<file path="config.mk">
export PLATFORM = sky130hd
export DESIGN_NAME = two_stacks_shared_array_flat
export DESIGN_NICKNAME = d
export VERILOG_FILES = /design/src/design/tss_pkg.sv /design/src/design/tss_if.sv /design/src/design/tss_ram.sv /design/src/design/tss_ctrl.sv /design/src/design/tss_dp.sv /design/src/design/two_stacks_shared_array.sv /design/src/flat_wrapper.sv
export SDC_FILE = /design/constraint.sdc
export NUM_CORES = 1
export LEC_CHECK = 0
export ABC_AREA = 1
export BUFFER_PORTS_ARGS = -buffer_cell sky130_fd_sc_hd__buf_2
export CAP_MARGIN = 10
export CORE_UTILIZATION = 55
export CTS_CLUSTER_DIAMETER = 150
export CTS_CLUSTER_SIZE = 28
export DETAILED_ROUTE_END_ITERATION = 16
export PLACE_DENSITY = 0.73
export SYNTH_ARGS = -nofsm -noshare
export SYNTH_HDL_FRONTEND = slang
export SYNTH_SLANG_ARGS = --single-unit
</file>
<file path="constraint.sdc">
create_clock -name clk_i -period 4.4 [get_ports clk_i]
set_clock_uncertainty 0.1 [all_clocks]
set_input_delay 0.88 -clock clk_i [delete_from_list [all_inputs] [get_ports clk_i]]
set_output_delay 0.88 -clock clk_i [all_outputs]
set_load 0.01 [all_outputs]
</file>
<file path="src/design/tss_pkg.sv">
package tss_pkg;

  // fixed field widths
  localparam int unsigned OP_W        = 3;
  localparam int unsigned WORD_W      = 32;
  localparam int unsigned STATUS_W    = 2;

  // a dump emits at most this many words
  localparam int unsigned MAX_RESULTS = 8;
  localparam int unsigned CNT_W       = 4;

  typedef enum logic [OP_W-1:0] {
    OP_PUSH1 = 3'd0,
    OP_PUSH2 = 3'd1,
    OP_POP1  = 3'd2,
    OP_POP2  = 3'd3,
    OP_DUMP1 = 3'd4,
    OP_DUMP2 = 3'd5
  } opcode_e;

  typedef enum logic [STATUS_W-1:0] {
    ST_OK        = 2'd0,
    ST_OVERFLOW  = 2'd1,
    ST_UNDERFLOW = 2'd2
  } status_e;

  // source of the next result beat
  typedef enum logic [1:0] {
    SEL_OK,
    SEL_OVF,
    SEL_UDF,
    SEL_RDATA
  } out_sel_e;

  typedef enum logic [1:0] {
    S_IDLE,
    S_EXEC,
    S_RDWAIT,
    S_RESP
  } state_e;

  // controller to datapath
  typedef struct packed {
    logic     latch;
    logic     push;
    logic     pop;
    logic     dump_start;
    logic     dump_next;
    logic     out_load;
    out_sel_e out_sel;
  } cmd_t;

  // datapath to controller
  typedef struct packed {
    opcode_e op;
    logic    can_push;
    logic    empty;
    logic    out_last;
  } sts_t;

endpackage

</file>
<file path="src/design/tss_if.sv">
// input channel: one operation per beat
interface tss_in_if;
  logic                              valid;
  logic                              ready;
  logic [tss_pkg::OP_W-1:0]          opcode;
  logic signed [tss_pkg::WORD_W-1:0] push_value;

  modport source (output valid, output opcode, output push_value, input ready);
  modport sink   (input valid, input opcode, input push_value, output ready);
endinterface

// output channel: one result per beat
interface tss_out_if;
  logic                                valid;
  logic                                ready;
  logic [tss_pkg::STATUS_W-1:0]        status;
  logic signed [tss_pkg::WORD_W-1:0]   data_word;
  logic                                last;

  modport source (output valid, output status, output data_word, output last, input ready);
  modport sink   (input valid, input status, input data_word, input last, output ready);
endinterface

</file>
<file path="src/design/tss_ram.sv">
module tss_ram #(
  parameter int unsigned WIDTH = 32,
  parameter int unsigned DEPTH = 8
) (
  input  logic                     clk_i,
  input  logic                     we_i,
  input  logic [$clog2(DEPTH)-1:0] waddr_i,
  input  logic [WIDTH-1:0]         wdata_i,
  input  logic                     re_i,
  input  logic [$clog2(DEPTH)-1:0] raddr_i,
  output logic [WIDTH-1:0]         rdata_o
);

  logic [WIDTH-1:0] mem_q [DEPTH];
  logic [WIDTH-1:0] rdata_q;

  // write port
  always_ff @(posedge clk_i) begin
    if (we_i) begin
      mem_q[waddr_i] <= wdata_i;
    end
  end

  // registered read port
  always_ff @(posedge clk_i) begin
    if (re_i) begin
      rdata_q <= mem_q[raddr_i];
    end
  end

  assign rdata_o = rdata_q;

endmodule

</file>
<file path="src/design/tss_ctrl.sv">
module tss_ctrl (
  input  logic          clk_i,
  input  logic          rst_ni,
  input  logic          in_valid_i,
  output logic          in_ready_o,
  output logic          out_valid_o,
  input  logic          out_ready_i,
  input  tss_pkg::sts_t sts_i,
  output tss_pkg::cmd_t cmd_o
);

  tss_pkg::state_e state_q, state_d;

  // state register
  always_ff @(posedge clk_i or negedge rst_ni) begin
    if (!rst_ni) begin
      state_q <= tss_pkg::S_IDLE;
    end else begin
      state_q <= state_d;
    end
  end

  // next state
  always_comb begin
    state_d = state_q;
    case (state_q)
      tss_pkg::S_IDLE: begin
        if (in_valid_i) state_d = tss_pkg::S_EXEC;
      end
      tss_pkg::S_EXEC: begin
        case (sts_i.op)
          tss_pkg::OP_PUSH1, tss_pkg::OP_PUSH2: state_d = tss_pkg::S_RESP;
          tss_pkg::OP_POP1, tss_pkg::OP_POP2,
          tss_pkg::OP_DUMP1, tss_pkg::OP_DUMP2: begin
            state_d = sts_i.empty ? tss_pkg::S_RESP : tss_pkg::S_RDWAIT;
          end
          default: state_d = tss_pkg::S_IDLE;
        endcase
      end
      tss_pkg::S_RDWAIT: state_d = tss_pkg::S_RESP;
      tss_pkg::S_RESP: begin
        if (out_ready_i) begin
          state_d = sts_i.out_last ? tss_pkg::S_IDLE : tss_pkg::S_RDWAIT;
        end
      end
      default: state_d = tss_pkg::S_IDLE;
    endcase
  end

  // commands and handshake outputs
  always_comb begin
    cmd_o       = '0;
    cmd_o.out_sel = tss_pkg::SEL_OK;
    in_ready_o  = 1'b0;
    out_valid_o = 1'b0;
    case (state_q)
      tss_pkg::S_IDLE: begin
        in_ready_o  = 1'b1;
        cmd_o.latch = in_valid_i;
      end
      tss_pkg::S_EXEC: begin
        case (sts_i.op)
          tss_pkg::OP_PUSH1, tss_pkg::OP_PUSH2: begin
            cmd_o.out_load = 1'b1;
            cmd_o.push     = sts_i.can_push;
            cmd_o.out_sel  = sts_i.can_push ? tss_pkg::SEL_OK : tss_pkg::SEL_OVF;
          end
          tss_pkg::OP_POP1, tss_pkg::OP_POP2: begin
            cmd_o.out_load = sts_i.empty;
            cmd_o.out_sel  = tss_pkg::SEL_UDF;
            cmd_o.pop      = !sts_i.empty;
          end
          tss_pkg::OP_DUMP1, tss_pkg::OP_DUMP2: begin
            cmd_o.out_load   = sts_i.empty;
            cmd_o.out_sel    = tss_pkg::SEL_UDF;
            cmd_o.dump_start = !sts_i.empty;
          end
          default: ;
        endcase
      end
      tss_pkg::S_RDWAIT: begin
        cmd_o.out_load = 1'b1;
        cmd_o.out_sel  = tss_pkg::SEL_RDATA;
      end
      tss_pkg::S_RESP: begin
        out_valid_o     = 1'b1;
        cmd_o.dump_next = out_ready_i && !sts_i.out_last;
      end
      default: ;
    endcase
  end

endmodule

</file>
<file path="src/design/tss_dp.sv">
module tss_dp #(
  parameter int unsigned DEPTH = 8
) (
  input  logic                              clk_i,
  input  logic                              rst_ni,
  input  tss_pkg::cmd_t                     cmd_i,
  output tss_pkg::sts_t                     sts_o,
  input  logic [tss_pkg::OP_W-1:0]          opcode_i,
  input  logic signed [tss_pkg::WORD_W-1:0] push_value_i,
  output logic [tss_pkg::STATUS_W-1:0]      status_o,
  output logic signed [tss_pkg::WORD_W-1:0] data_word_o,
  output logic                              last_o
);

  localparam int unsigned AW    = $clog2(DEPTH);
  localparam int unsigned PW    = $clog2(DEPTH + 1);
  localparam int unsigned CMP_W = (PW > tss_pkg::CNT_W) ? PW : tss_pkg::CNT_W;

  tss_pkg::opcode_e             op_q;
  logic [tss_pkg::WORD_W-1:0]   val_q;
  logic [PW-1:0]                lower_q, lower_d;
  logic [PW-1:0]                upper_q, upper_d;
  logic [AW-1:0]                rd_ptr_q, rd_ptr_d;
  logic [tss_pkg::CNT_W-1:0]    cnt_q, cnt_d;
  tss_pkg::status_e             status_q;
  logic [tss_pkg::WORD_W-1:0]   data_q;
  logic                         last_q;

  logic                         is_s1, is_dump;
  logic                         we, re;
  logic [AW-1:0]                waddr, raddr, top_addr;
  logic [tss_pkg::WORD_W-1:0]   rdata;
  logic [PW-1:0]                fill;
  logic [CMP_W-1:0]             fill_ext, n_ext;

  // operation decode
  assign is_s1 = (op_q == tss_pkg::OP_PUSH1) || (op_q == tss_pkg::OP_POP1) ||
                 (op_q == tss_pkg::OP_DUMP1);
  assign is_dump = (op_q == tss_pkg::OP_DUMP1) || (op_q == tss_pkg::OP_DUMP2);

  // status toward the controller
  assign sts_o.op       = op_q;
  assign sts_o.can_push = lower_q < upper_q;
  assign sts_o.empty    = is_s1 ? (lower_q == '0) : (upper_q == PW'(DEPTH));
  assign sts_o.out_last = last_q;

  // top word of the selected stack and its fill level
  assign top_addr = is_s1 ? AW'(lower_q - PW'(1)) : AW'(upper_q);
  assign fill     = is_s1 ? lower_q : PW'(PW'(DEPTH) - upper_q);
  assign fill_ext = CMP_W'(fill);
  assign n_ext    = (fill_ext > CMP_W'(tss_pkg::MAX_RESULTS)) ?
                    CMP_W'(tss_pkg::MAX_RESULTS) : fill_ext;

  // memory port control
  assign we    = cmd_i.push;
  assign waddr = is_s1 ? AW'(lower_q) : AW'(upper_q - PW'(1));
  assign re    = cmd_i.pop || cmd_i.dump_start || cmd_i.dump_next;
  assign raddr = cmd_i.dump_next ? rd_ptr_q : top_addr;

  tss_ram #(
    .WIDTH (tss_pkg::WORD_W),
    .DEPTH (DEPTH)
  ) u_ram (
    .clk_i   (clk_i),
    .we_i    (we),
    .waddr_i (waddr),
    .wdata_i (val_q),
    .re_i    (re),
    .raddr_i (raddr),
    .rdata_o (rdata)
  );

  // stack pointers
  always_comb begin
    lower_d = lower_q;
    upper_d = upper_q;
    if (cmd_i.push) begin
      if (is_s1) lower_d = lower_q + PW'(1);
      else       upper_d = upper_q - PW'(1);
    end else if (cmd_i.pop) begin
      if (is_s1) lower_d = lower_q - PW'(1);
      else       upper_d = upper_q + PW'(1);
    end
  end

  // dump walk: next address and words left
  always_comb begin
    rd_ptr_d = rd_ptr_q;
    cnt_d    = cnt_q;
    if (cmd_i.dump_start) begin
      rd_ptr_d = is_s1 ? top_addr - AW'(1) : top_addr + AW'(1);
      cnt_d    = tss_pkg::CNT_W'(n_ext);
    end else if (cmd_i.dump_next) begin
      rd_ptr_d = is_s1 ? rd_ptr_q - AW'(1) : rd_ptr_q + AW'(1);
      cnt_d    = cnt_q - tss_pkg::CNT_W'(1);
    end
  end

  always_ff @(posedge clk_i or negedge rst_ni) begin
    if (!rst_ni) begin
      lower_q <= '0;
      upper_q <= PW'(DEPTH);
    end else begin
      lower_q <= lower_d;
      upper_q <= upper_d;
    end
  end

  // item and walk registers
  always_ff @(posedge clk_i) begin
    if (cmd_i.latch) begin
      op_q  <= tss_pkg::opcode_e'(opcode_i);
      val_q <= push_value_i;
    end
    rd_ptr_q <= rd_ptr_d;
    cnt_q    <= cnt_d;
  end

  // result register
  always_ff @(posedge clk_i) begin
    if (cmd_i.out_load) begin
      case (cmd_i.out_sel)
        tss_pkg::SEL_OK: begin
          status_q <= tss_pkg::ST_OK;
          data_q   <= '0;
          last_q   <= 1'b1;
        end
        tss_pkg::SEL_OVF: begin
          status_q <= tss_pkg::ST_OVERFLOW;
          data_q   <= '0;
          last_q   <= 1'b1;
        end
        tss_pkg::SEL_UDF: begin
          status_q <= tss_pkg::ST_UNDERFLOW;
          data_q   <= '0;
          last_q   <= 1'b1;
        end
        tss_pkg::SEL_RDATA: begin
          status_q <= tss_pkg::ST_OK;
          data_q   <= rdata;
          last_q   <= is_dump ? (cnt_q == tss_pkg::CNT_W'(1)) : 1'b1;
        end
        default: begin
          status_q <= tss_pkg::ST_OK;
          data_q   <= '0;
          last_q   <= 1'b1;
        end
      endcase
    end
  end

  assign status_o    = status_q;
  assign data_word_o = data_q;
  assign last_o      = last_q;

endmodule

</file>
<file path="src/design/two_stacks_shared_array.sv">
// Two stacks in one memory of DEPTH 32-bit words: stack one grows up from
// word 0, stack two grows down from word DEPTH-1.
// in_i carries one operation per beat (opcode, push_value); out_o carries
// result beats (status, data_word, last). Every operation gives one beat
// with last set, except a dump of a non-empty stack, which gives one beat
// per word from top to bottom (at most 8) with last on the final one.
// Unused opcodes give no beat.
// Timing: one operation at a time. A push or an error loads its result in
// the execute state and shows it in the response state; a pop or the first
// word of a dump passes the read-wait state in between, since the memory
// read is registered. Each further dump word passes the read-wait state
// again once the previous beat is taken. The next input beat can be taken
// the cycle after the final result beat is taken. After an unused opcode
// the block goes from the execute state back to idle for the next beat.
// When the receiver stalls the result beat holds and no input is taken.
// Reset empties both stacks; memory contents are not cleared.
module two_stacks_shared_array #(
  parameter int unsigned DEPTH = 8
) (
  input  logic       clk_i,
  input  logic       rst_ni,
  tss_in_if.sink     in_i,
  tss_out_if.source  out_o
);

  tss_pkg::cmd_t cmd;
  tss_pkg::sts_t sts;

  tss_ctrl u_ctrl (
    .clk_i       (clk_i),
    .rst_ni      (rst_ni),
    .in_valid_i  (in_i.valid),
    .in_ready_o  (in_i.ready),
    .out_valid_o (out_o.valid),
    .out_ready_i (out_o.ready),
    .sts_i       (sts),
    .cmd_o       (cmd)
  );

  tss_dp #(
    .DEPTH (DEPTH)
  ) u_dp (
    .clk_i        (clk_i),
    .rst_ni       (rst_ni),
    .cmd_i        (cmd),
    .sts_o        (sts),
    .opcode_i     (in_i.opcode),
    .push_value_i (in_i.push_value),
    .status_o     (out_o.status),
    .data_word_o  (out_o.data_word),
    .last_o       (out_o.last)
  );

endmodule

</file>
<file path="src/flat_wrapper.sv">
// flat-port wrapper written by rule: the top's interface ports become plain ports
module two_stacks_shared_array_flat 
#(
  parameter int unsigned DEPTH = 8
)
  (clk_i, rst_ni, in_i_valid, in_i_opcode, in_i_push_value, in_i_ready, out_o_valid, out_o_status, out_o_data_word, out_o_last, out_o_ready);
  tss_in_if in_i_i ();
  tss_out_if out_o_i ();
  input  logic clk_i;
  input  logic rst_ni;
  input wire logic [$bits(in_i_i.valid)-1:0] in_i_valid;
  input wire logic [$bits(in_i_i.opcode)-1:0] in_i_opcode;
  input wire logic [$bits(in_i_i.push_value)-1:0] in_i_push_value;
  output wire logic [$bits(in_i_i.ready)-1:0] in_i_ready;
  output wire logic [$bits(out_o_i.valid)-1:0] out_o_valid;
  output wire logic [$bits(out_o_i.status)-1:0] out_o_status;
  output wire logic [$bits(out_o_i.data_word)-1:0] out_o_data_word;
  output wire logic [$bits(out_o_i.last)-1:0] out_o_last;
  input wire logic [$bits(out_o_i.ready)-1:0] out_o_ready;
  assign in_i_i.valid = in_i_valid;
  assign in_i_i.opcode = in_i_opcode;
  assign in_i_i.push_value = in_i_push_value;
  assign in_i_ready = in_i_i.ready;
  assign out_o_valid = out_o_i.valid;
  assign out_o_status = out_o_i.status;
  assign out_o_data_word = out_o_i.data_word;
  assign out_o_last = out_o_i.last;
  assign out_o_i.ready = out_o_ready;
  two_stacks_shared_array #(.DEPTH(DEPTH)) u_core (.clk_i(clk_i), .rst_ni(rst_ni), .in_i(in_i_i), .out_o(out_o_i));
endmodule
</file>
# Yosys cells after proc, flatten, opt, wreduce, memory -nomap -nowiden
# Memories as Yosys holds them, arrays and structs flattened. A register that Yosys moved wholly into a read port is not among the register bits.
# Index checks and enable logic that the tools add are counted.
[op_classes] muxes=43 reduce_logical=23 order_cmp=2 eq_ne=15 n_addsub=10 bitwise=1
[op_table] operator="$pmux W32 S2" n=1
[op_table] operator="$mux W4" n=12
[op_table] operator="$mux W3" n=8
[op_table] operator="$mux W1" n=13
[op_table] operator="$pmux W3 S2" n=2
[op_table] operator="$sub A4 B1 Y4 const B" n=3
[op_table] operator="$add A4 B1 Y4 const B" n=2
[op_table] operator="$eq A2 B2 Y1 const B" n=4
[op_table] operator="$pmux W2 S4" n=1
[op_table] operator="$reduce_or A2 Y1" n=4
[op_table] operator="$add A3 B1 Y3 const B" n=2
[op_table] operator="$eq A3 B2 Y1 const B" n=2
[op_table] operator="$eq A3 B3 Y1 const B" n=2
[op_table] operator="$mux W2" n=3
[op_table] operator="$pmux W2 S3" n=1
[op_table] operator="$reduce_and A2 Y1" n=3
[op_table] operator="$sub A3 B1 Y3 const B" n=2
[op_table] operator="$logic_or A1 B1 Y1" n=5
[op_table] operator="$eq A2 B1 Y1 const B" n=2
[op_table] operator="$eq A4 B1 Y1 const B" n=1
[op_table] operator="$eq A4 B4 Y1 const B" n=1
[op_table] operator="$gt A4 B4 Y1 const B" n=1
[op_table] operator="$logic_not A2 Y1" n=2
[op_table] operator="$logic_not A4 Y1" n=1
[op_table] operator="13 further kinds" n=16
[totals] inputBits=39 output_inout_bits=37 elab_cells=105 ff_bits=87 n_memories=1 ram_bits=256
[memory_table] memory="u_core.u_dp.u_ram.mem_q" words=8 width=32 rd=1 rd_clocked_by_memory_dff=1 wr=1 line="tss_ram.sv:14" text="logic [WIDTH-1:0] mem_q [DEPTH];"

# Depth between registers and ports, before layout
[logic_depth] ltp_word=9 depth_mapped=14 ltp_nobuf=13

# Cells and area by module
# From an unflattened synthesis, not the netlist that was laid out.
[hier_totals] hier_cells=1512 hier_area_um2=16149.2
[modules_own_cells] module="tss_ram" cells_per_inst=1156 area_per_inst_um2=12192.9 n_inst=1
[modules_own_cells] module="tss_dp" cells_per_inst=311 area_per_inst_um2=3663.5 n_inst=1
[modules_own_cells] module="tss_ctrl" cells_per_inst=45 area_per_inst_um2=292.8 n_inst=1

# Least setup slack after synthesis
# OpenSTA, ideal clock, no wires.
[synth_path] path_kind="register to register" from="register u_core.u_dp.upper_q[3]" to="memory u_core.u_dp.u_ram.mem_q[0][0], enable pin" n_path_buf=0 required_ns=3.879 stages_incl_launch_ff=8 arrival_time_ns=2.929 period_less_slack_ns=3.450 path_slack_ns=0.950 path_cell_list="dfstp_2 > inv_1 > ha_1 > a21oi_1 > nand3_2 > inv_2 > nand2_1 > nor2_1"
[synth_between] elab_chain_cells=5
[synth_lines] item="start, declared" line="tss_dp.sv:22" text="logic [PW-1:0] upper_q, upper_d;"
[synth_lines] item="start signal, assigned" line="tss_dp.sv:102" text="upper_q <= PW'(DEPTH);"
[synth_lines] item="start signal, assigned" line="tss_dp.sv:105" text="upper_q <= upper_d;"
[synth_lines] item="$lt A4 B4 Y1" line="tss_dp.sv:43" text="assign sts_o.can_push = lower_q < upper_q;"
[synth_lines] item="$mux W1" line="tss_ctrl.sv:62" text="case (sts_i.op)"
[synth_lines] item="$mux W3" line="tss_ctrl.sv:56" text="case (state_q)"
[synth_lines] item="$mux W1" line="tss_ram.sv:19" text="if (we_i) begin"
[synth_lines] item="$mux W1 (not written as such)" line="tss_ram.sv:20" text="mem_q[waddr_i] <= wdata_i;"
[synth_lines] item="end, declared" line="tss_ram.sv:14"
# Every way passes these cells.

# Worst setup path in the final report
[layout_path] from="register u_core.u_dp.upper_q[3]" to="memory u_core.u_dp.u_ram.mem_q[2][5], enable pin"
# Same word-level chain as after synthesis.

==> impl_metrics.yaml <==
pwr:
  p_per_area_mw_per_mm2: 568
  p_total_mw: 10.0
  irDropWorstVdd_uv: 457
  cellLeakagePower_nw: 7.77
logic_synthesis:
  synth_ff_type: "edfxtp_1"
  synth_top_area_share: 0.668
  yosysMostFrequentCell: "edfxtp_1"
  syn_area_mm2: 0.0164
  syn-num-nets: 1595
  synth_cell_type_count: 32
  async_reset_ff_frac: 0.0267
  netlist_top_cells_area: "edfxtp_1 (67%), nand3_1 (9.4%), nand2_1 (7.6%)"
  syn_avg_cell_area_um2: 10.7
  synth_cells: 1538
  ys_seq_elements: 375
  seq_area_frac_synth: 0.683
  synth_area_leader_cell: "edfxtp_1"
  synth-edff-count: 365
  yosysWarnings: 0
  synth_common_cells: "edfxtp_1 (365), nand2_1 (332), inv_1 (317)"
critical_path:
  crit_chain: "inv_1 > ha_1 > a21oi_1 > nand3_2 > inv_2 > nand2_1 > nor2_4"
  slowest_stage: "nor2_4"
  cp-start-kind: "flop"
  cp_data_arrival_time_ns: 3.32
  worstSetupEndpointType: "flop"
  slowest_delay_ns: 0.84
  critPathRequiredTime_ns: 4.44
  cp_max_fo: 32
  cp_num_buf_inv: 2
  path_class: "reg2reg"
  cp_top_family: "simple AND/OR/NAND/NOR gates"
placed_design:
  place_hpwl_um: 19100
  place_congestion: 0.881
  port_buffers: 75
  placed_area_mm2: 0.0172
route:
  antenna_left: 0
  drc_errors: 0
  drt_first_pass_iters: 5
  drtIter0Drc: 870
  wire_per_inst_um: 16.7
  detailroute.via_count: 10400
  drt_wl_total_um: 33000
  vias_per_cell: 5.27
timing:
  min_period_ns: 3.29
  max_freq_mhz: 304
  setup_viol: 0
  finalMaxSlewViolations: 0
  grt_setup_unrepaired: "no"
  hold_viol: 0
  post-route-period-util: 0.747
  relSlewSlack: 0.277
  tns_ns: 0
  tightestPinTransition_ns: 1.08
clock_network:
  cts.sinks: 375
  holdBufCountCts: 0
  clock_path_buffers: 3
  post-cts-setup-buffer-count: 0
  cts_tree: "yes"
  clock_latency_ns: 0.52
  root_buffer: "clkbuf_16"
  cts_buffers: 17
  h-tree-depth: 1
  cts_resized: 0
  clk_pin_slew_worst_paths_ns: 0.11
cells_and_area:
  layout.area.seq_mm2: 0.0112
  final_layout_size_suffix_gt1_frac: 0.0982
  multi_input_area_mm2: 0.00371
  nFillCells: 2317
  fin_area_mm2: 0.0177
  n_antenna_cell: 0
  syn_to_final_growth_pct: 7.58
  fin_nets: 1641
grt:
  grt_start_max_net_pins: 97
  antenna_found_initial: 0
  grt_pass1_wl_um: 52300
  grt_pass1_vias: 10100
  grt.overflow.total: 0
  grt_use_total: 0.220
die:
  fp.dieW_um: 175
  core_mm2: 0.0290
  rows: 62
  start_util: 0.566
  die_area_mm2: 0.0305
  pin_count: 76
  die_h_um: 175
job:
  maxCapViolations: 0
status:
  status: "finished, final reports clean"
hold_path:
  hold_path.class: "in2async"
-- path summary, 6_finish.rpt --
| check | start | end | slack (ns) | cells after the start |
|---|---|---|---|---|
| min | rst_ni | u_core.u_dp.upper_q[2] | 0.10 | 1 |
| max in group asynchronous | rst_ni | u_core.u_dp.upper_q[3] | 3.84 | 1 |
| min reg2reg | u_core.u_dp.upper_q[3] | u_core.u_dp.upper_q[3] | 0.39 | 2 |
| max reg2reg | u_core.u_dp.upper_q[3] | u_core.u_dp.u_ram.mem_q[2][5] | 1.11 | 7 |
| max | u_core.u_dp.upper_q[3] | u_core.u_dp.u_ram.mem_q[2][5] | 1.11 | 7 |
| min in group clk_i | u_core.u_dp.upper_q[3] | u_core.u_dp.upper_q[3] | 0.39 | 2 |
-- cells by family (layout without fill, tap and decap cells) --
family          Yosys count  in the layout  share of synthesized area
xor+xnor                 10             10                    0.00533
buf+inv                 399            449                     0.0975
flops                   375            375                      0.683
compound gates           24             24                    0.00876
fa+ha+maj                18             18                     0.0142
simple gates            712            712                      0.191
-- power by group --
part / switching [mW] / total, mW / internal, mW
registers: 0.272 / 4.86 / 4.58
logic: 2.39 / 3.41 / 1.02
clock network: 1.03 / 1.76 / 0.730
total: 3.70 / 10.0 / 6.33
-- per-layer routing --
metal / track usage / part of all wire
met5: 0 / 0
met2: 0.381 / 0.50
met4: 0.0764 / 0.029
met3: 0.0259 / 0.058
met1: 0.287 / 0.41
-- metrics by stage --
step	hold WS, ns	std cells	util	setup WS, ns
floorplan	0.355	1538	-	0.950
global placement	0.370	1949	0.593	1.26
detailed placement	0.376	1949	0.593	1.16
CTS	0.0879	1972	0.609	1.11
global route	0.0959	1972	0.609	0.913
finish	0.104	1972	0.609	1.11
-- sequential cells by signal (all words and copies together) (netlist names) --
name	cells
u_core.u_dp.op_q	3
u_core.u_dp.upper_q	4
u_core.u_dp.cnt_q	4
u_core.u_dp.status_o	2
u_core.u_dp.u_ram.mem_q	256
u_core.u_dp.last_o	1
u_core.u_ctrl.state_q	2
u_core.u_dp.data_word_o	32
u_core.u_dp.rd_ptr_q	3
u_core.u_dp.lower_q	4
u_core.u_dp.val_q	32
u_core.u_dp.u_ram.rdata_o	32
-- area by class of cell --
class | instances | area share
Clock buffer | 22 | 0.0252
Timing Repair Buffer | 95 | 0.0312
Multi-Input combinational cell | 764 | 0.210
Sequential cell | 375 | 0.635
Tap cell | 384 | 0.0272
Inverter | 331 | 0.0704
Clock inverter | 1 | 0.00113
-- cell usage in the layout (no fill, tap or decap), types with 9 or more instances in the layout --
cell,count
edfxtp_1,365
nand2_1,331
inv_1,316
nand3_1,305
buf_2,75
nor2_1,42
buf_4,18
ha_1,17
clkbuf_16,17
inv_2,14
nand2_2,9
nor2_4,9
dfrtp_1,9
-- worst register-to-register path, stage by stage, from the launching register on --
cell and delay (ns):
dfstp_2 0.57, inv_1 0.09, ha_1 0.30, a21oi_1 0.37, nand3_2 0.27, inv_2 0.15, nand2_1 0.22, nor2_4 0.84
Power figures use the tool's default switching activity.
